**src/hw/rtl/cpq_pkg.sv**
```systemverilog
// Shared types and constants of the cylinder point query unit.
`default_nettype none
package cpq_pkg;
	localparam int SQ_STEPS = 34;
	localparam int QW       = 31;
	localparam int LANES    = 4;

	localparam logic [2:0] REG_RADIUS  = 3'd0;
	localparam logic [2:0] REG_HLOW    = 3'd1;
	localparam logic [2:0] REG_HHIGH   = 3'd2;
	localparam logic [2:0] REG_SHIFT_X = 3'd3;
	localparam logic [2:0] REG_SHIFT_Y = 3'd4;
	localparam logic [2:0] REG_SHIFT_Z = 3'd5;

	localparam logic [1:0] FACE_RADIAL = 2'd0;
	localparam logic [1:0] FACE_BOTTOM = 2'd1;
	localparam logic [1:0] FACE_TOP    = 2'd2;

	localparam logic signed [31:0] NORM_ONE = 32'sh4000_0000;
	localparam logic signed [31:0] NORM_NEG = 32'shC000_0000;

	typedef struct packed {
		logic [67:0] op;
		logic [34:0] rem;
		logic [33:0] root;
	} sq_t;

	typedef struct packed {
		logic signed [32:0] dx;
		logic signed [32:0] dy;
		logic signed [32:0] dz;
		logic               outside;
		logic               in_body;
		logic [63:0]        px;
		logic [63:0]        py;
	} sq_side_t;

	typedef struct packed {
		logic signed [32:0] dx;
		logic signed [32:0] dy;
		logic signed [32:0] dz;
		logic               outside;
		logic               in_body;
		logic [1:0]         face;
		logic [33:0]        root;
	} dv_side_t;

	typedef struct packed {
		logic [33:0] rem;
		logic [30:0] num;
		logic [30:0] quo;
	} lane_t;
endpackage
`default_nettype wire

```
**src/hw/rtl/cpq_sqrt_cell.sv**
```systemverilog
// One digit step of the pipelined integer square root.
`default_nettype none
module cpq_sqrt_cell (
	input  wire logic              clk,
	input  wire logic              arst_n,
	input  wire logic              en,
	input  wire logic              up_valid,
	input  wire cpq_pkg::sq_t      up_sq,
	input  wire cpq_pkg::sq_side_t up_side,
	output logic                   valid,
	output cpq_pkg::sq_t           sq,
	output cpq_pkg::sq_side_t      side
);
	logic [36:0] cat, trial;
	logic        ge;
	cpq_pkg::sq_t nxt;
	logic valid_q;
	cpq_pkg::sq_t sq_q;
	cpq_pkg::sq_side_t side_q;

	always_comb begin
		cat      = {up_sq.rem, up_sq.op[67:66]};
		trial    = {1'b0, up_sq.root, 2'b01};
		ge       = (cat >= trial);
		nxt.op   = {up_sq.op[65:0], 2'b00};
		nxt.rem  = ge ? 35'(cat - trial) : cat[34:0];
		nxt.root = {up_sq.root[32:0], ge};
	end

	always_ff @(posedge clk or negedge arst_n) begin
		if (!arst_n) begin
			valid_q <= 1'b0;
		end else if (en) begin
			valid_q <= up_valid;
		end
	end

	always_ff @(posedge clk) begin
		if (en) begin
			sq_q   <= nxt;
			side_q <= up_side;
		end
	end

	assign valid = valid_q;
	assign sq    = sq_q;
	assign side  = side_q;
endmodule
`default_nettype wire

```
**config.mk**
```make
export PLATFORM = sky130hd
export DESIGN_NAME = cpq_sqrt_cell
export DESIGN_NICKNAME = d
export VERILOG_FILES = /design/src/hw/rtl/cpq_pkg.sv /design/src/hw/rtl/cpq_sqrt_cell.sv
export SDC_FILE = /design/constraint.sdc
export NUM_CORES = 1
export LEC_CHECK = 0
export BUFFER_PORTS_ARGS = -buffer_cell sky130_fd_sc_hd__buf_2
export CAP_MARGIN = 10
export CORE_AREA = 2 2 291 293
export CTS_CLUSTER_SIZE = 12
export DETAILED_ROUTE_END_ITERATION = 8
export DIE_AREA = 0 0 293 295
export GPL_TIMING_DRIVEN = 1
export PLACE_DENSITY_LB_ADDON = 0.08
export SETUP_SLACK_MARGIN = 0.4
export SLEW_MARGIN = 5
export SYNTH_ARGS = -nofsm -noshare
export SYNTH_HDL_FRONTEND = slang
export SYNTH_SLANG_ARGS = --single-unit
```
**constraint.sdc**
```tcl
create_clock -name clk -period 2.2 [get_ports clk]
set_clock_uncertainty 0.2 [all_clocks]
set_input_delay 0.22 -clock clk [delete_from_list [all_inputs] [get_ports clk]]
set_output_delay 0.22 -clock clk [all_outputs]
set_load 0.1 [all_outputs]
```
---- After elaboration in Yosys (flattened, before gate mapping) ----
Cells that the tools add are included.
word-level totals
  output and inout bits ................... 367
  logic and storage cells ................. 14
  bits in registers ....................... 365
cells by class
  muxes and demuxes ....................... 1
  add/subtract/negate cells ............... 1
  $lt $le $gt $ge ......................... 1
operators by type and width
  operator        number
  $ge 37x36->1    1
  $mux 35         1
  $sub 35x35->35  1

---- Longest topological paths before layout ----
  depth in word-level cells ............... 2
  depth in mapped cells ................... 12
  mapped depth without buffers ............ 10

---- Least setup slack after synthesis ----
Ideal clock, no wire load.
  path type ............................... input -> register
  start point ............................. input up_sq[0] in the netlist's numbering
  end point ............................... register sq_q (netlist bit sq[40]) (data pin)
  stages on the path ...................... 11
  path slack .............................. -0.741 ns
  path buffers ............................ 1
  arrival ................................. 2.480 ns
  cells stage by stage .................... inv_1 ha_1 o21ai_0 a221oi_2 a21o_2 a41oi_4 o311ai_4 a22oi_2 a21oi_4 buf_6 mux2_4
RTL lines
  item                    RTL line             RTL
  start: declaration      cpq_sqrt_cell.sv:8   input wire cpq_pkg::sq_t up_sq,
  end signal: assignment  cpq_sqrt_cell.sv:40  sq_q <= nxt;
  end: declaration        cpq_sqrt_cell.sv:18  cpq_pkg::sq_t sq_q;

==> impl_metrics.ini <==
[clock_tree]
root_buffer = clkbuf_16
cts_tree = yes
clockBufferDepth = 3
cts_made_buffers = 48
cts.clk_slew.worst_paths_ns = 0.06
cts_num_sinks = 365
clk_latency_ns = 0.58
cts_htree_levels = 2

[sta]
setup_tns_ns = -7.44
finalSetupViolCount = 36
layout_min_cycle_time_ns = 2.44
tightest_slew_ns = 0.513
slew_headroom_pct = 66.1
fin_ws_ns = -0.235
fin_crit_sh_pct = 111
fmax_mhz = 411
finalHoldViolations = 0
whs_ns = 0.0694
rsz0062_at_grt = true
drv_slew = 0

[run]
cap_violations = 0

[critical_path]
reg2reg_from = valid
rr_endpoint = valid
cpPeakStageDelay_ns = 0.32
worst-path-buf-inv = 3
reg2regPathDepth = 1
crit_type = primary input to flip-flop
start_kind = primary input
end_kind = flip-flop
slowest_stage = a221oi_4
critPathMaxFanout = 8
worstPathCellList = buf_6 -> ha_4 -> o21ai_4 -> a221oi_4 -> a21o_4 -> a41oi_4 -> o311ai_4 -> a22oi_2 -> a21oi_4 -> buf_8 -> buf_12 -> mux2_4
critical_path.top_delay_family = compound AO/OA/AOI/OAI gates
cp.arrival_ns = 2.57
required_ns = 2.33
rrSetupSlack_ns = 1.26

[layout]
drive_gt1_share_pct = 51.9
final_common_cell = buf_4
final_nets = 2432
fin_area_sq_um = 26600
final_cells = 3150
layout_common_cells = buf_4, buf_2, dlygate4sd3_1
area_delta_synth_final_pct = 95.5

[min_path]
whs_path_depth = 4
whs_endpoint = sq[67]
hold_path.class = primary input to flip-flop
hp-start = up_sq[65]

[synthesis]
netlist_area_sq_um = 13600
ys_types = 63
synth-edff-count = 364
synth_seq_area_share_pct = 80.6
synth_area_per_cell_sq_um = 19.2
ys_ff_latch = 365
ys_warn_count = 0
synthFlopType = edfxtp_1
netlist_instances = 708
synthArstFlopShare_pct = 0.274

[routing]
vias = 11400
drtIter0Drc = 297
wl_um = 62800
wl_per_cell_um = 20.0
postRouteAntennaNets = 0
vias_per_cell = 3.62
route.detailed.drc = 0
first_pass_iters = 4

[grt]
grt_max_degree = 54
gr-total-overflow = 0
grt_pass1_vias = 12300
antenna_found_initial = 18
grt_pass1_wl_um = 86200
grt.total_usage_pct = 13.9

[power]
powerDensity_nw_per_um2 = 917
p_leak_nw = 11.3
peakVddDrop_mv = 0.502

[floorplan]
core_sq_um = 83200
die_w_um = 293
ios = 737
start_util_pct = 16.3
die_height_um = 295
die_area_sq_um = 86400
rows = 106

[placement]
hpwlAfterDp_um = 50000
place_area_sq_um = 20100
dp_cells = 2679
place.gp.congestion = 0.802
io_buffers = 734

[status]
status = complete, but fails checks
violations = setup timing
## cell type report
cell class              instances  area, sq um
diodes                          6         15.0
clock buffers                  60         1270
clock inverters                28          251
fillers                      8546        56600
inverters                      40          173
multi-input cells             290         2710
flip-flops and latches        365        11000
well taps                    1080         1350
repair buffers               1281         9830
## tightest hold or removal path, cell delays in order
cell and delay (ns):
buf_2 0.11, buf_4 0.13, o22ai_1 0.15, a311oi_1 0.06
## report_power, final
part	internal [mW]	switching, mW
logic	2.28	5.84
clock network	4.46	3.21
registers	8.37	0.177
total	15.1	9.23
## Yosys cell counts, types with 5 or more instances
cell type / n / share of area [%]
edfxtp_1: 364 / 80
inv_1: 40 / 1.1
ha_1: 36 / 3.3
mux2_4: 27 / 3.0
a21oi_1: 24 / 0.88
xnor2_1: 22 / 1.4
nand2_1: 19 / 0.52
nor2_1: 17 / 0.47
a21o_1: 15 / 0.83
o21ai_0: 15 / 0.55
nand3_1: 13 / 0.48
xor2_1: 9 / 0.58
nand4_1: 7 / 0.32
o21a_1: 7 / 0.39
a211oi_1: 6 / 0.33
mux2_2: 6 / 0.50
nand2b_1: 5 / 0.23
## flip-flops by register name (all words and copies together) (netlist names)
name   cells
side     229
sq       135
valid      1
## through the flow
| step | total power, mW | util, % | setup WS [ns] |
|---|---|---|---|
| after floorplan | 13.9 | - | -0.644 |
| after global placement | 15.8 | 24.2 | -0.966 |
| after detailed placement | 15.8 | 24.2 | -1.01 |
| after CTS | 24.8 | 31.7 | -0.210 |
| after global routing | 25.3 | 31.9 | -0.310 |
| final | 24.3 | 31.9 | -0.235 |
## worst max path at each step
| stage | startpoint | end | slack, ns | depth (start not counted) |
|---|---|---|---|---|
| after floorplan | up_sq[5] | sq[40] | -0.64 | 11 |
| after global placement | up_sq[2] | sq[55] | -0.97 | 12 |
| after detailed placement | up_sq[5] | sq[57] | -1.01 | 12 |
| after CTS | up_sq[2] | sq[57] | -0.21 | 13 |
| after global routing | up_sq[2] | sq[38] | -0.31 | 13 |
| final | up_sq[36] | sq[36] | -0.24 | 12 |
## per-layer routing
layer  vias to the layer above  wire length (um)  global-route usage (%)
met5                         -                88                       0
met4                        14              1310                    3.64
met3                       101              6070                    5.98
met2                       398             33700                    26.4
met1                      5462             21700                    13.6
li1                       5413                 -                       -
## cell families (layout without fill, tap and decap cells)
| logic type | Yosys count | after routing | synth area share (%) |
|---|---|---|---|
| buf+inv | 54 | 1409 | 1.78 |
| xor+xnor | 31 | 31 | 2.00 |
| mux | 34 | 34 | 3.55 |
| compound gates | 103 | 103 | 5.55 |
| fa+ha+maj | 36 | 36 | 3.32 |
| flops | 365 | 365 | 80.6 |
| other cells | 1 | 8 | 0.0276 |
| simple gates | 84 | 84 | 3.13 |
## timing repair
action                                  CTS  global route
gates cloned                              2             0
endpoints found under the setup margin  313            88
resized for setup                       332            61
pin swaps                                21             3
hold buffers                            367             0
endpoints found under the hold margin   401             0
setup buffers                             7             1
No activity file was read; power rests on OpenSTA's default activity.
