**src/hw/rtl/cpq_pkg.sv**
```systemverilog
// Shared types and constants of the cylinder point query unit.
`default_nettype none
package cpq_pkg;
	localparam int SQ_STEPS = 34;
	localparam int QW       = 31;
	localparam int LANES    = 4;

	localparam logic [2:0] REG_RADIUS  = 3'd0;
	localparam logic [2:0] REG_HLOW    = 3'd1;
	localparam logic [2:0] REG_HHIGH   = 3'd2;
	localparam logic [2:0] REG_SHIFT_X = 3'd3;
	localparam logic [2:0] REG_SHIFT_Y = 3'd4;
	localparam logic [2:0] REG_SHIFT_Z = 3'd5;

	localparam logic [1:0] FACE_RADIAL = 2'd0;
	localparam logic [1:0] FACE_BOTTOM = 2'd1;
	localparam logic [1:0] FACE_TOP    = 2'd2;

	localparam logic signed [31:0] NORM_ONE = 32'sh4000_0000;
	localparam logic signed [31:0] NORM_NEG = 32'shC000_0000;

	typedef struct packed {
		logic [67:0] op;
		logic [34:0] rem;
		logic [33:0] root;
	} sq_t;

	typedef struct packed {
		logic signed [32:0] dx;
		logic signed [32:0] dy;
		logic signed [32:0] dz;
		logic               outside;
		logic               in_body;
		logic [63:0]        px;
		logic [63:0]        py;
	} sq_side_t;

	typedef struct packed {
		logic signed [32:0] dx;
		logic signed [32:0] dy;
		logic signed [32:0] dz;
		logic               outside;
		logic               in_body;
		logic [1:0]         face;
		logic [33:0]        root;
	} dv_side_t;

	typedef struct packed {
		logic [33:0] rem;
		logic [30:0] num;
		logic [30:0] quo;
	} lane_t;
endpackage
`default_nettype wire

```
**src/hw/rtl/cpq_div_cell.sv**
```systemverilog
// One quotient bit of four restoring division lanes sharing one divisor.
`default_nettype none
module cpq_div_cell (
	input  wire logic                                  clk,
	input  wire logic                                  arst_n,
	input  wire logic                                  en,
	input  wire logic                                  up_valid,
	input  wire cpq_pkg::dv_side_t                     up_side,
	input  wire cpq_pkg::lane_t [cpq_pkg::LANES-1:0]   up_lane,
	output logic                                       valid,
	output cpq_pkg::dv_side_t                          side,
	output cpq_pkg::lane_t [cpq_pkg::LANES-1:0]        lane
);
	cpq_pkg::lane_t [cpq_pkg::LANES-1:0] nxt;
	cpq_pkg::lane_t [cpq_pkg::LANES-1:0] lane_q;
	cpq_pkg::dv_side_t side_q;
	logic valid_q;

	always_comb begin
		for (int i = 0; i < cpq_pkg::LANES; i++) begin
			logic [34:0] t;
			logic        ge;
			t  = {up_lane[i].rem, up_lane[i].num[30]};
			ge = (t >= {1'b0, up_side.root});
			nxt[i].rem = ge ? 34'(t - {1'b0, up_side.root}) : t[33:0];
			nxt[i].num = {up_lane[i].num[29:0], 1'b0};
			nxt[i].quo = {up_lane[i].quo[29:0], ge};
		end
	end

	always_ff @(posedge clk or negedge arst_n) begin
		if (!arst_n) begin
			valid_q <= 1'b0;
		end else if (en) begin
			valid_q <= up_valid;
		end
	end

	always_ff @(posedge clk) begin
		if (en) begin
			lane_q <= nxt;
			side_q <= up_side;
		end
	end

	assign valid = valid_q;
	assign side  = side_q;
	assign lane  = lane_q;
endmodule
`default_nettype wire

```
**config.mk**
```make
export PLATFORM = sky130hd
export DESIGN_NAME = cpq_div_cell
export DESIGN_NICKNAME = d
export VERILOG_FILES = /design/src/hw/rtl/cpq_pkg.sv /design/src/hw/rtl/cpq_div_cell.sv
export SDC_FILE = /design/constraint.sdc
export NUM_CORES = 1
export LEC_CHECK = 0
export ABC_AREA = 0
export ABC_CLOCK_PERIOD_IN_PS = 1350
export CAP_MARGIN = 15
export CELL_PAD_IN_SITES_DETAIL_PLACEMENT = 1
export CELL_PAD_IN_SITES_GLOBAL_PLACEMENT = 2
export CORE_AREA = 2 2 404 406
export CTS_BUF_LIST = sky130_fd_sc_hd__clkbuf_2 sky130_fd_sc_hd__clkbuf_4 sky130_fd_sc_hd__clkbuf_8
export CTS_CLUSTER_SIZE = 40
export DETAILED_ROUTE_END_ITERATION = 7
export DIE_AREA = 0 0 406 408
export DONT_BUFFER_PORTS = 1
export PLACE_DENSITY_LB_ADDON = 0.1
export SYNTH_ARGS = -nofsm -noshare
export SYNTH_HDL_FRONTEND = slang
export SYNTH_SLANG_ARGS = --single-unit
```
**constraint.sdc**
```tcl
create_clock -name clk -period 1.35 [get_ports clk]
set_input_delay 0 -clock clk [delete_from_list [all_inputs] [get_ports clk]]
set_output_delay 0 -clock clk [all_outputs]
set_load 0.005 [all_outputs]
```
# Word level (Yosys, flattened, before mapping)
# Index checks and enable logic that the tools add are counted.
# Widths: inputs -> output; s select.
# totals
register_bits,518
latchBits,0
ramBits,0
romBits,0
input_bits,525
out_inout_bits,522
elab_cells,32
n_memories,0
# classes
add_sub_neg,4
multipliers,0
div,0
magnitude_cmp,4
eq_ne,0
shifts,0
muxes,4
bitwise_logic,0
n_reduce_logical,0
# op_table
op,count
$ge 35x34->1,4
$mux 34,4
$sub 34x34->34,4

# Depth between registers and ports, before layout
# Gate-level depths: netlist of run 1.
# logic_depth
ltp_word,2
depth_mapped,13
ltp_nobuf,12

# Worst setup path after synthesis of run 1
# Ideal clock, no wire load.
# synth_path
path_kind,input to register
start,input port up_side[1] (netlist name)
end,"register lane_q, in the netlist lane[82] (data pin)"
setup_ns,0.260
t_arrival_ns,2.486
required_time_ns,1.090
setup_slack_ns,-1.396
stages,10
n_path_buf,0
path_cell_list,inv_1 -> fa_1 -> a21oi_1 -> o2bb2ai_1 -> o31ai_1 -> o21ai_0 -> a21oi_1 -> o221ai_1 -> xor2_1 -> mux2_4
# synth_lines
item,line_no,rtl
"start, declared",cpq_div_cell.sv:8,"input wire cpq_pkg::dv_side_t up_side,"
"end signal, assigned",cpq_div_cell.sv:41,lane_q <= nxt;
"end, declared",cpq_div_cell.sv:15,cpq_pkg::lane_t [cpq_pkg::LANES-1:0] lane_q;

==> results.sh, run 1 <==
export IMPL_run_status="finished with violations"
export IMPL_violations="hold timing, slew limit, setup timing"
export IMPL_initial_core_util=0.155
export IMPL_vias=22200
export IMPL_timing_final_ws_setup_ns=-0.785
export IMPL_cts_tree="done"
export IMPL_cts_buffer_depth=3
export IMPL_grt_pass1_wl_um=195000
export IMPL_slew_headroom=-0.195
export IMPL_io_buffers=0
export IMPL_routed_via_density=3.91
export IMPL_synthFlopType="edfxtp_1"
export IMPL_power_internal_w=0.0361
export IMPL_worst_setup_path_end_kind="register"
export IMPL_ys_warn_count=0
export IMPL_fin_crit_sh=1.58
export IMPL_p_comb_frac=0.235
export IMPL_clockPowerShare=0.343
export IMPL_postSynthCellCount=1828
export IMPL_syn_cell_area_mm2=0.0251
export IMPL_final_cell_mix="dlygate4sd3_1, buf_4, edfxtp_1"
export IMPL_cp_start_kind="input pin"
export IMPL_hp_start="up_side[13]"
export IMPL_grt_max_degree=519
export IMPL_final_cells=5670
export IMPL_rr_startpoint="valid$_DFFE_PN0P_"
export IMPL_synth_seq_area_share=0.621
export IMPL_gp_congestion=0.818
export IMPL_hold_viol=399
export IMPL_grt_use_total=0.169
export IMPL_first_iter_violations=1003
export IMPL_firstDrtPassIters=5
export IMPL_synth_edff_count=517
export IMPL_leakage_nw=17.7
export IMPL_clock_sinks=518
export IMPL_die_area_mm2=0.166
export IMPL_syn2layout_area_growth_pct=82.1
export IMPL_io_pins=1047
export IMPL_hpwl_um=109000
export IMPL_die_h_um=408
export IMPL_powerDensity_mw_per_mm2=1110
export IMPL_die_w_um=406
export IMPL_htreeDepth=3
export IMPL_antenna_found_initial=33
export IMPL_rows=148
export IMPL_cp_arrival_ns=2.69
export IMPL_min_period_ns=2.14
export IMPL_rsz0062_at_grt="yes"
export IMPL_fin_tns_setup_ns=-98.46
export IMPL_synth_seq_cells=518
export IMPL_nets=4058
export IMPL_p_sw_w=0.0147
export IMPL_async_flop_share=0.00193
export IMPL_tightest_slew_ns=1.79
export IMPL_cts_buffers=101
export IMPL_syn_area_per_cell_um2=13.7
export IMPL_grt_ovfl_total=0
export IMPL_antenna_left=0
export IMPL_fmax_mhz=468
export IMPL_grt_pass1_vias=24500
export IMPL_final_common_cell="dlygate4sd3_1"
export IMPL_hold_path_class="input pin to register"
export IMPL_power_frac_seq=0.422
export IMPL_coreArea_mm2=0.162
export IMPL_required_ns=1.91
export IMPL_setup_viol=163
export IMPL_finalMaxSlewViolations=131
export IMPL_drive_gt1_frac=0.331
export IMPL_drc=0
export IMPL_fin_skew_ns=0
export IMPL_path_max_fanout=6
export IMPL_clock_latency_ns=0.79
export IMPL_routed_wirelength_um=146000
export IMPL_fin_util=0.282
export IMPL_dpl_cell_count=4529
export IMPL_worstSetupStartpoint="up_lane[80]"
export IMPL_synth_distinct_cells=77
export IMPL_place_ws_ns=-2.14
export IMPL_worst_setup_path_type="input pin to register"
export IMPL_max_cap_violations=0
export IMPL_wl_per_cell_um=25.8
export IMPL_peakVddDrop_mv=0.661
export IMPL_root_buffer="clkbuf_8"
export IMPL_p_sw_frac=0.290
export IMPL_hold_slack_ns=-0.742
export IMPL_path_clk_slew_ns=0.06
## sequential cells by signal, summed over array words and instances, names as in the netlist
| name | count |
|---|---|
| valid | 1 |
| lane | 380 |
| side | 137 |
## final timing paths
kind	to	slack (ns)	depth (start not counted)
max	lane[65]$_DFFE_PP_	-0.79	11
min	side[13]$_DFFE_PP_	-0.74	0
max reg2reg	valid$_DFFE_PN0P_	0.52	1
min reg2reg	valid$_DFFE_PN0P_	0.62	1
max in group asynchronous	valid$_DFFE_PN0P_	1.04	2
min in group asynchronous	valid$_DFFE_PN0P_	0.12	2
## routing by layer
metal / routed length (um) / part of all wire / global-route usage
met1: 55300 / 0.38 / 0.182
met2: 71800 / 0.49 / 0.291
met3: 14900 / 0.10 / 0.0795
met4: 4400 / 0.030 / 0.0567
met5: 141 / 0.00096 / 0
## cell usage after synthesis (9+ instances only)
master / count / area [um^2]
edfxtp_1: 517 / 15500
a21oi_1: 141 / 706
ha_1: 136 / 1700
nor2_1: 99 / 372
inv_1: 85 / 319
mux2_2: 79 / 890
nand2_1: 76 / 285
a21o_1: 68 / 510
xnor2_1: 66 / 578
o21ai_0: 62 / 310
xor2_1: 45 / 394
nand3_1: 32 / 160
o21bai_1: 31 / 233
clkbuf_1: 26 / 97.6
mux2_4: 26 / 390
nand4_1: 25 / 156
a211oi_1: 22 / 165
nor3_1: 22 / 110
o211ai_1: 20 / 150
a31oi_1: 17 / 106
and3_1: 17 / 106
o31ai_1: 17 / 128
nand2b_1: 14 / 87.6
o21a_1: 12 / 90.1
nor2b_1: 10 / 62.6
a21boi_0: 9 / 67.6
## cells by family after synthesis
| group | synth area share |
|---|---|
| mux | 0.0539 |
| compound gates | 0.125 |
| xor+xnor | 0.0388 |
| simple gates | 0.0672 |
| fa+ha+maj | 0.0711 |
| other cells | 0.000150 |
| buf+inv | 0.0233 |
| flops | 0.621 |
## power groups by stage
stage                     sequential [W]  combinational [W]  clock (W)
final                             0.0214             0.0120     0.0174
after global routing              0.0216             0.0130     0.0188
after CTS                         0.0214             0.0118     0.0181
after detailed placement          0.0217            0.00848          0
after global placement            0.0218            0.00844          0
after floorplan                   0.0207            0.00441          0
## stage by stage
stage	hold WS [ns]	total power [W]	instance area, um^2
global route	-0.835	0.0535	45600
floorplan	-0.296	0.0251	25500
detailed placement	-0.294	0.0302	32400
CTS	-0.895	0.0513	44600
finish	-0.742	0.0508	45600
global placement	-0.294	0.0302	32400
## what timing repair did
action,4_1_cts,5_1_grt
endpoints found under the hold margin,1036,591
hold buffers,796,60
cloned,11,0
pin swaps,65,32
gates resized for setup,220,80
setup buffers,78,4
endpoints found under the setup margin,445,239
## critical path: stages
cell and delay, ns:
dlygate4sd3_1 0.60, ha_1 0.33, buf_4 0.17, a211o_1 0.28, a21oi_2 0.16, nand2_2 0.07, o21a_1 0.20, a41o_2 0.28
buf_12 0.15, buf_12 0.14, mux2_4 0.30
## layout make-up
type	instances	area (um^2)
inverters	85	375
well taps	2175	2720
fillers	17700	116000
flip-flops and latches	518	15500
multi-input cells	1181	10600
clock buffers	122	1550
diodes	16	40.0
clock inverters	67	601
repair buffers	1506	14200
No activity file was read; power rests on OpenSTA's default activity.
==> inputs of run 2 (changes only) <==
--- a/config.mk
+++ b/config.mk
@@ -10,11 +10,11 @@
 export CAP_MARGIN = 15
 export CELL_PAD_IN_SITES_DETAIL_PLACEMENT = 1
 export CELL_PAD_IN_SITES_GLOBAL_PLACEMENT = 2
-export CORE_AREA = 2 2 404 406
+export CORE_AREA = 5 5 407 409
 export CTS_BUF_LIST = sky130_fd_sc_hd__clkbuf_2 sky130_fd_sc_hd__clkbuf_4 sky130_fd_sc_hd__clkbuf_8
 export CTS_CLUSTER_SIZE = 40
 export DETAILED_ROUTE_END_ITERATION = 7
-export DIE_AREA = 0 0 406 408
+export DIE_AREA = 0 0 412 414
 export DONT_BUFFER_PORTS = 1
 export PLACE_DENSITY_LB_ADDON = 0.1
 export SYNTH_ARGS = -nofsm -noshare
==> run 2 against run 1 <==
Compared with the run above:
- the run still ends with hold timing, slew limit, setup timing left
- clock power about the same
- core utilization up 0.70 points
- highest routed layer unchanged
- final area up 2.5%
- combinational power up 4%
- critical path depth unchanged
- sequential power about the same
- critical endpoint is now lane[380]$_DFFE_PP_
- via count up 1.2%
- clock-buffer cell count up 2
- setup slack worse by 0.071 ns
==> results.sh, run 2 (synthesized netlist as in run 1, its figures left out) <==
export IMPL_grt_use_total=0.162
export IMPL_final_common_cell="dlygate4sd3_1"
export IMPL_max_cap_violations=0
export IMPL_peakVddDrop_mv=0.714
export IMPL_clock_sinks=518
export IMPL_fin_skew_ns=0
export IMPL_critPathBufInv=4
export IMPL_wl_per_cell_um=25.6
export IMPL_cts_buffers=101
export IMPL_worst_setup_path_end_kind="register"
export IMPL_drc=0
export IMPL_firstDrtPassIters=5
export IMPL_path_clk_slew_ns=0.07
export IMPL_cp_top_family="buffers and inverters"
export IMPL_drive_gt1_frac=0.350
export IMPL_final_cells=5720
export IMPL_cp_start_kind="input pin"
export IMPL_nFillCells=17600
export IMPL_path_max_fanout=8
export IMPL_violations="hold timing, slew limit, setup timing"
export IMPL_leakage_nw=18.2
export IMPL_hold_viol=285
export IMPL_grt_pass1_wl_um=195000
export IMPL_initial_core_util=0.155
export IMPL_cts_tree="done"
export IMPL_die_w_um=412
export IMPL_rsz0062_at_grt="yes"
export IMPL_tightest_slew_ns=1.69
export IMPL_antenna_left=0
export IMPL_timing_final_ws_setup_ns=-0.856
export IMPL_worstPathCellList="dlygate4sd3_1 > ha_1 > nand4_1 > or2_4 > nor4_1 > buf_4 > a311o_1 > a21oi_4 > buf_12 > buf_12 > mux2_4"
export IMPL_gp_congestion=0.792
export IMPL_rows=148
export IMPL_clock_latency_ns=0.81
export IMPL_antenna_found_initial=31
export IMPL_dpl_cell_count=4531
export IMPL_die_area_mm2=0.171
export IMPL_worst_setup_path_type="input pin to register"
export IMPL_grt_ovfl_total=0
export IMPL_io_pins=1047
export IMPL_cts_buffer_depth=3
export IMPL_fin_util=0.289
export IMPL_hold_path_class="input pin to register"
export IMPL_vias=22400
export IMPL_htreeDepth=3
export IMPL_grt_max_degree=519
export IMPL_placed_cell_area_mm2=0.0326
export IMPL_routed_via_density=3.92
export IMPL_hold_slack_ns=-0.737
export IMPL_final_area_mm2=0.0468
export IMPL_routed_wirelength_um=146000
export IMPL_nets=4106
export IMPL_powerDensity_mw_per_mm2=1100
export IMPL_setup_viol=156
export IMPL_io_buffers=0
export IMPL_min_period_ns=2.21
export IMPL_worst_path_most_repeated_cell="buf_12"
export IMPL_fmax_mhz=453
export IMPL_hpwl_um=106000
export IMPL_required_ns=1.88
export IMPL_run_status="finished with violations"
export IMPL_grt_pass1_vias=25100
export IMPL_fin_crit_sh=1.63
export IMPL_crit_slowest_cell="dlygate4sd3_1"
export IMPL_cp_arrival_ns=2.73
export IMPL_largest_register_ff_count=380
export IMPL_slew_headroom=-0.124
export IMPL_slowest_delay_ns=0.63
export IMPL_fin_tns_setup_ns=-104.52
export IMPL_finalMaxSlewViolations=104
export IMPL_final_cell_mix="dlygate4sd3_1, buf_4, edfxtp_1"
export IMPL_root_buffer="clkbuf_8"
export IMPL_first_iter_violations=1056
export IMPL_coreArea_mm2=0.162
export IMPL_die_h_um=414
export IMPL_syn2layout_area_growth_pct=86.7
==> run 2: cell types whose count changed in the layout (fill, tap and decap cells not counted), sizes merged, moves of 2 or more <==
| cell | previous run | this run |
|---|---|---|
| diode | 16 | 24 |
| buf | 649 | 696 |
| clkinv | 46 | 38 |
| clkbuf | 122 | 124 |
==> run 2: final timing paths <==
| check | cells after the start | endpoint | from | slack (ns) |
|---|---|---|---|---|
| worst min register to register | 1 | valid$_DFFE_PN0P_ | valid$_DFFE_PN0P_ | 0.60 |
| worst max-delay path | 11 | lane[380]$_DFFE_PP_ | up_lane[380] | -0.86 |
| worst max register to register | 1 | valid$_DFFE_PN0P_ | valid$_DFFE_PN0P_ | 0.53 |
| max in group asynchronous | 3 | valid$_DFFE_PN0P_ | arst_n | 0.70 |
| worst min-delay path | 0 | side[12]$_DFFE_PP_ | up_side[12] | -0.74 |
| min in group asynchronous | 3 | valid$_DFFE_PN0P_ | arst_n | 0.53 |
==> run 2: layout make-up <==
cell class,instances,area [um^2],share of cell area
antenna,24,60.1,0.00128
clock buffer,124,1560,0.0334
clock inverter,59,594,0.0127
inverter,85,372,0.00795
multi-input combinational,1181,11000,0.235
sequential,518,15500,0.332
tap,2175,2720,0.0582
timing repair buffer,1554,14900,0.319
==> run 2: routing by layer <==
metal  vias to the layer above  track usage  part of all wire
li1                      10400            -                 -
met1                     11100        0.174              0.38
met2                       727        0.292              0.51
met3                       207       0.0562             0.077
met4                        12       0.0602             0.035
met5                         -      0.00791            0.0017
==> run 2: repair_timing <==
action | 4_1_cts | 5_1_grt
pin swaps | 95 | 52
gates cloned | 14 | 0
endpoints found under the hold margin | 1036 | 613
hold buffers | 814 | 44
endpoints found under the setup margin | 451 | 263
setup buffers | 119 | 23
resized for setup | 330 | 113
==> run 2: stage by stage <==
stage	total power, W	setup slack [ns]
6_report	0.0515	-0.856
5_1_grt	0.0542	-0.855
4_1_cts	0.0520	-0.799
3_5_place_dp	0.0302	-1.98
3_3_place_gp	0.0303	-1.98
2_1_floorplan	0.0251	-1.23
==> run 2: where the power goes <==
part	switching, W	internal [W]	leakage (nW)
registers	0.00160	0.0198	5.07
logic	0.00530	0.00720	12.0
clock network	0.00792	0.00965	1.11
total	0.0148	0.0367	18.2
==> inputs of run 3 (changes only) <==
--- a/config.mk
+++ b/config.mk
@@ -6,17 +6,16 @@
 export NUM_CORES = 1
 export LEC_CHECK = 0
 export ABC_AREA = 0
-export ABC_CLOCK_PERIOD_IN_PS = 1350
+export ABC_CLOCK_PERIOD_IN_PS = 1850
 export CAP_MARGIN = 15
 export CELL_PAD_IN_SITES_DETAIL_PLACEMENT = 1
 export CELL_PAD_IN_SITES_GLOBAL_PLACEMENT = 2
 export CORE_AREA = 5 5 407 409
 export CTS_BUF_LIST = sky130_fd_sc_hd__clkbuf_2 sky130_fd_sc_hd__clkbuf_4 sky130_fd_sc_hd__clkbuf_8
-export CTS_CLUSTER_SIZE = 40
 export DETAILED_ROUTE_END_ITERATION = 7
 export DIE_AREA = 0 0 412 414
 export DONT_BUFFER_PORTS = 1
-export PLACE_DENSITY_LB_ADDON = 0.1
+export PLACE_DENSITY = 0.46
 export SYNTH_ARGS = -nofsm -noshare
 export SYNTH_HDL_FRONTEND = slang
 export SYNTH_SLANG_ARGS = --single-unit
==> constraint.sdc (replaced) <==
create_clock -name clk -period 1.85 [get_ports clk]
set_input_delay 0 -clock clk [delete_from_list [all_inputs] [get_ports clk]]
set_output_delay 0 -clock clk [all_outputs]
set_load 0.005 [all_outputs]
==> run 3 against run 2 <==
Compared with the run above:
- clock power fell by 24%
- power fell by 25%
- register-to-register slack got worse by 0.03 ns
- highest routed layer unchanged
- critical endpoint is now lane[281]$_DFFE_PP_
- wire length rose by 21%
- cell count fell by 1.2%
- the flow finishes with violations (hold timing, setup timing)
- final area fell by 1.4%
- global-route usage rose by 3.1 points
==> results.sh, run 3 (synthesized netlist as in run 1, its figures left out) <==
export IMPL_hpwl_um=143000
export IMPL_hold_end="side[6]$_DFFE_PP_"
export IMPL_grt_max_degree=519
export IMPL_htreeDepth=3
export IMPL_io_pins=1047
export IMPL_root_buffer="clkbuf_8"
export IMPL_hold_viol=104
export IMPL_fin_util=0.285
export IMPL_timing_final_ws_setup_ns=-0.325
export IMPL_cp_start_kind="input pin"
export IMPL_routed_wirelength_um=177000
export IMPL_initial_core_util=0.155
export IMPL_r2r_setup_slack_ns=0.50
export IMPL_first_iter_violations=1060
export IMPL_io_buffers=0
export IMPL_hold_slack_ns=-0.702
export IMPL_hp_start="up_side[6]"
export IMPL_peakVddDrop_mv=0.500
export IMPL_grt_use_total=0.193
export IMPL_rows=148
export IMPL_fin_crit_sh=1.18
export IMPL_fin_skew_ns=0
export IMPL_rsz0062_at_grt="yes"
export IMPL_cts_tree="done"
export IMPL_clock_sinks=518
export IMPL_grt_pass1_wl_um=223000
export IMPL_final_area_mm2=0.0461
export IMPL_wl_per_cell_um=31.3
export IMPL_final_common_cell="dlygate4sd3_1"
export IMPL_worstSetupStartpoint="up_side[12]"
export IMPL_worstHoldPathCells=0
export IMPL_die_h_um=414
export IMPL_nets=4022
export IMPL_path_max_fanout=9
export IMPL_required_ns=2.39
export IMPL_cts_buffers=104
export IMPL_path_clk_slew_ns=0.06
export IMPL_tightest_slew_ns=1.07
export IMPL_largest_register_ff_count=380
export IMPL_drive_gt1_frac=0.348
export IMPL_nFillCells=17700
export IMPL_gp_congestion=0.920
export IMPL_die_w_um=412
export IMPL_cp_arrival_ns=2.72
export IMPL_final_cell_mix="dlygate4sd3_1, buf_4, edfxtp_1"
export IMPL_hold_path_class="input pin to register"
export IMPL_firstDrtPassIters=5
export IMPL_routed_via_density=4.03
export IMPL_max_cap_violations=0
export IMPL_coreArea_mm2=0.162
export IMPL_grt_pass1_vias=25300
export IMPL_worst_setup_path_type="input pin to register"
export IMPL_rr_startpoint="valid$_DFFE_PN0P_"
export IMPL_vias=22700
export IMPL_syn2layout_area_growth_pct=84.0
export IMPL_grt_ovfl_total=0
export IMPL_r2r_cells=2
export IMPL_run_status="finished with violations"
export IMPL_min_period_ns=2.17
export IMPL_powerDensity_mw_per_mm2=839
export IMPL_violations="hold timing, setup timing"
export IMPL_place_ws_ns=-1.69
export IMPL_finalMaxSlewViolations=0
export IMPL_r2r_end="valid$_DFFE_PN0P_"
export IMPL_fin_tns_setup_ns=-33.14
export IMPL_cts_buffer_depth=3
export IMPL_clock_latency_ns=0.75
export IMPL_setup_viol=137
export IMPL_leakage_nw=17.8
export IMPL_worst_setup_path_end_kind="register"
export IMPL_drc=0
export IMPL_slew_headroom=0.285
export IMPL_antenna_found_initial=52
export IMPL_die_area_mm2=0.171
export IMPL_placed_cell_area_mm2=0.0323
export IMPL_antenna_left=0
export IMPL_fmax_mhz=460
-- run 3: cell types whose count changed in the layout (fill, tap and decap cells not counted), moves of 9 or more --
| cell | previous run | this run |
|---|---|---|
| buf_4 | 574 | 542 |
| clkinv_2 | 12 | 22 |
| buf_6 | 56 | 35 |
| dlygate4sd3_1 | 851 | 819 |
| clkbuf_16 | 0 | 11 |
| buf_12 | 52 | 43 |
-- run 3: timing repair --
item,in CTS,in global routing
gates resized for setup,91,307
cloned,1,13
setup endpoints to repair,135,136
hold buffers,797,36
pin swaps,29,89
buffers inserted,18,58
endpoints found under the hold margin,1036,304
-- run 3: worst max path at each step --
stage                                to  slack [ns]  cells after the start
global route         lane[88]$_DFFE_PP_       -0.31                     13
floorplan           lane[284]$_DFFE_PP_       -0.73                     12
finish              lane[281]$_DFFE_PP_       -0.32                     12
detailed placement   lane[89]$_DFFE_PP_       -1.69                     12
global placement     lane[89]$_DFFE_PP_       -1.69                     12
CTS                 lane[263]$_DFFE_PP_       -0.24                     11
-- run 3: report_power, final --
| part | leakage (nW) | internal, W | switching (W) | total, W |
|---|---|---|---|---|
| combinational | 11.6 | 0.00504 | 0.00421 | 0.00925 |
| clock | 1.16 | 0.00733 | 0.00609 | 0.0134 |
| sequential | 5.07 | 0.0145 | 0.00157 | 0.0160 |
-- run 3: layer usage --
| layer | vias to the layer above | track usage | share of wire |
|---|---|---|---|
| met1 | 11500 | 0.179 | 0.33 |
| met2 | 855 | 0.370 | 0.54 |
| met4 | 16 | 0.0442 | 0.023 |
| met3 | 214 | 0.101 | 0.11 |
| li1 | 10200 | - | - |
| met5 | - | 0 | 0.00060 |
-- run 3: layout make-up --
cell class,count,area (um^2),share of cell area
Sequential cell,518,15500,0.337
Timing Repair Buffer,1467,14100,0.305
Multi-Input combinational cell,1181,11000,0.239
Tap cell,2175,2720,0.0590
Clock buffer,122,1580,0.0343
Clock inverter,73,697,0.0151
Inverter,85,379,0.00822
Antenna cell,29,72.6,0.00157
-- run 3: per-stage QoR --
step	instances	power (W)
after detailed placement	4512	0.0224
after CTS	5523	0.0381
final	5650	0.0387
after floorplan	1831	0.0183
after global placement	4512	0.0223
after global routing	5639	0.0406
-- run 3: critical path, cell delays in order --
cell and delay (ns):
clkinvlp_4 0.18, buf_12 0.20, ha_4 0.24, a21o_1 0.17, a21o_1 0.17, a211o_1 0.33
a21oi_4 0.17, and4_4 0.25, or3_4 0.13, o21a_4 0.25, clkbuf_16 0.23, mux2_2 0.36
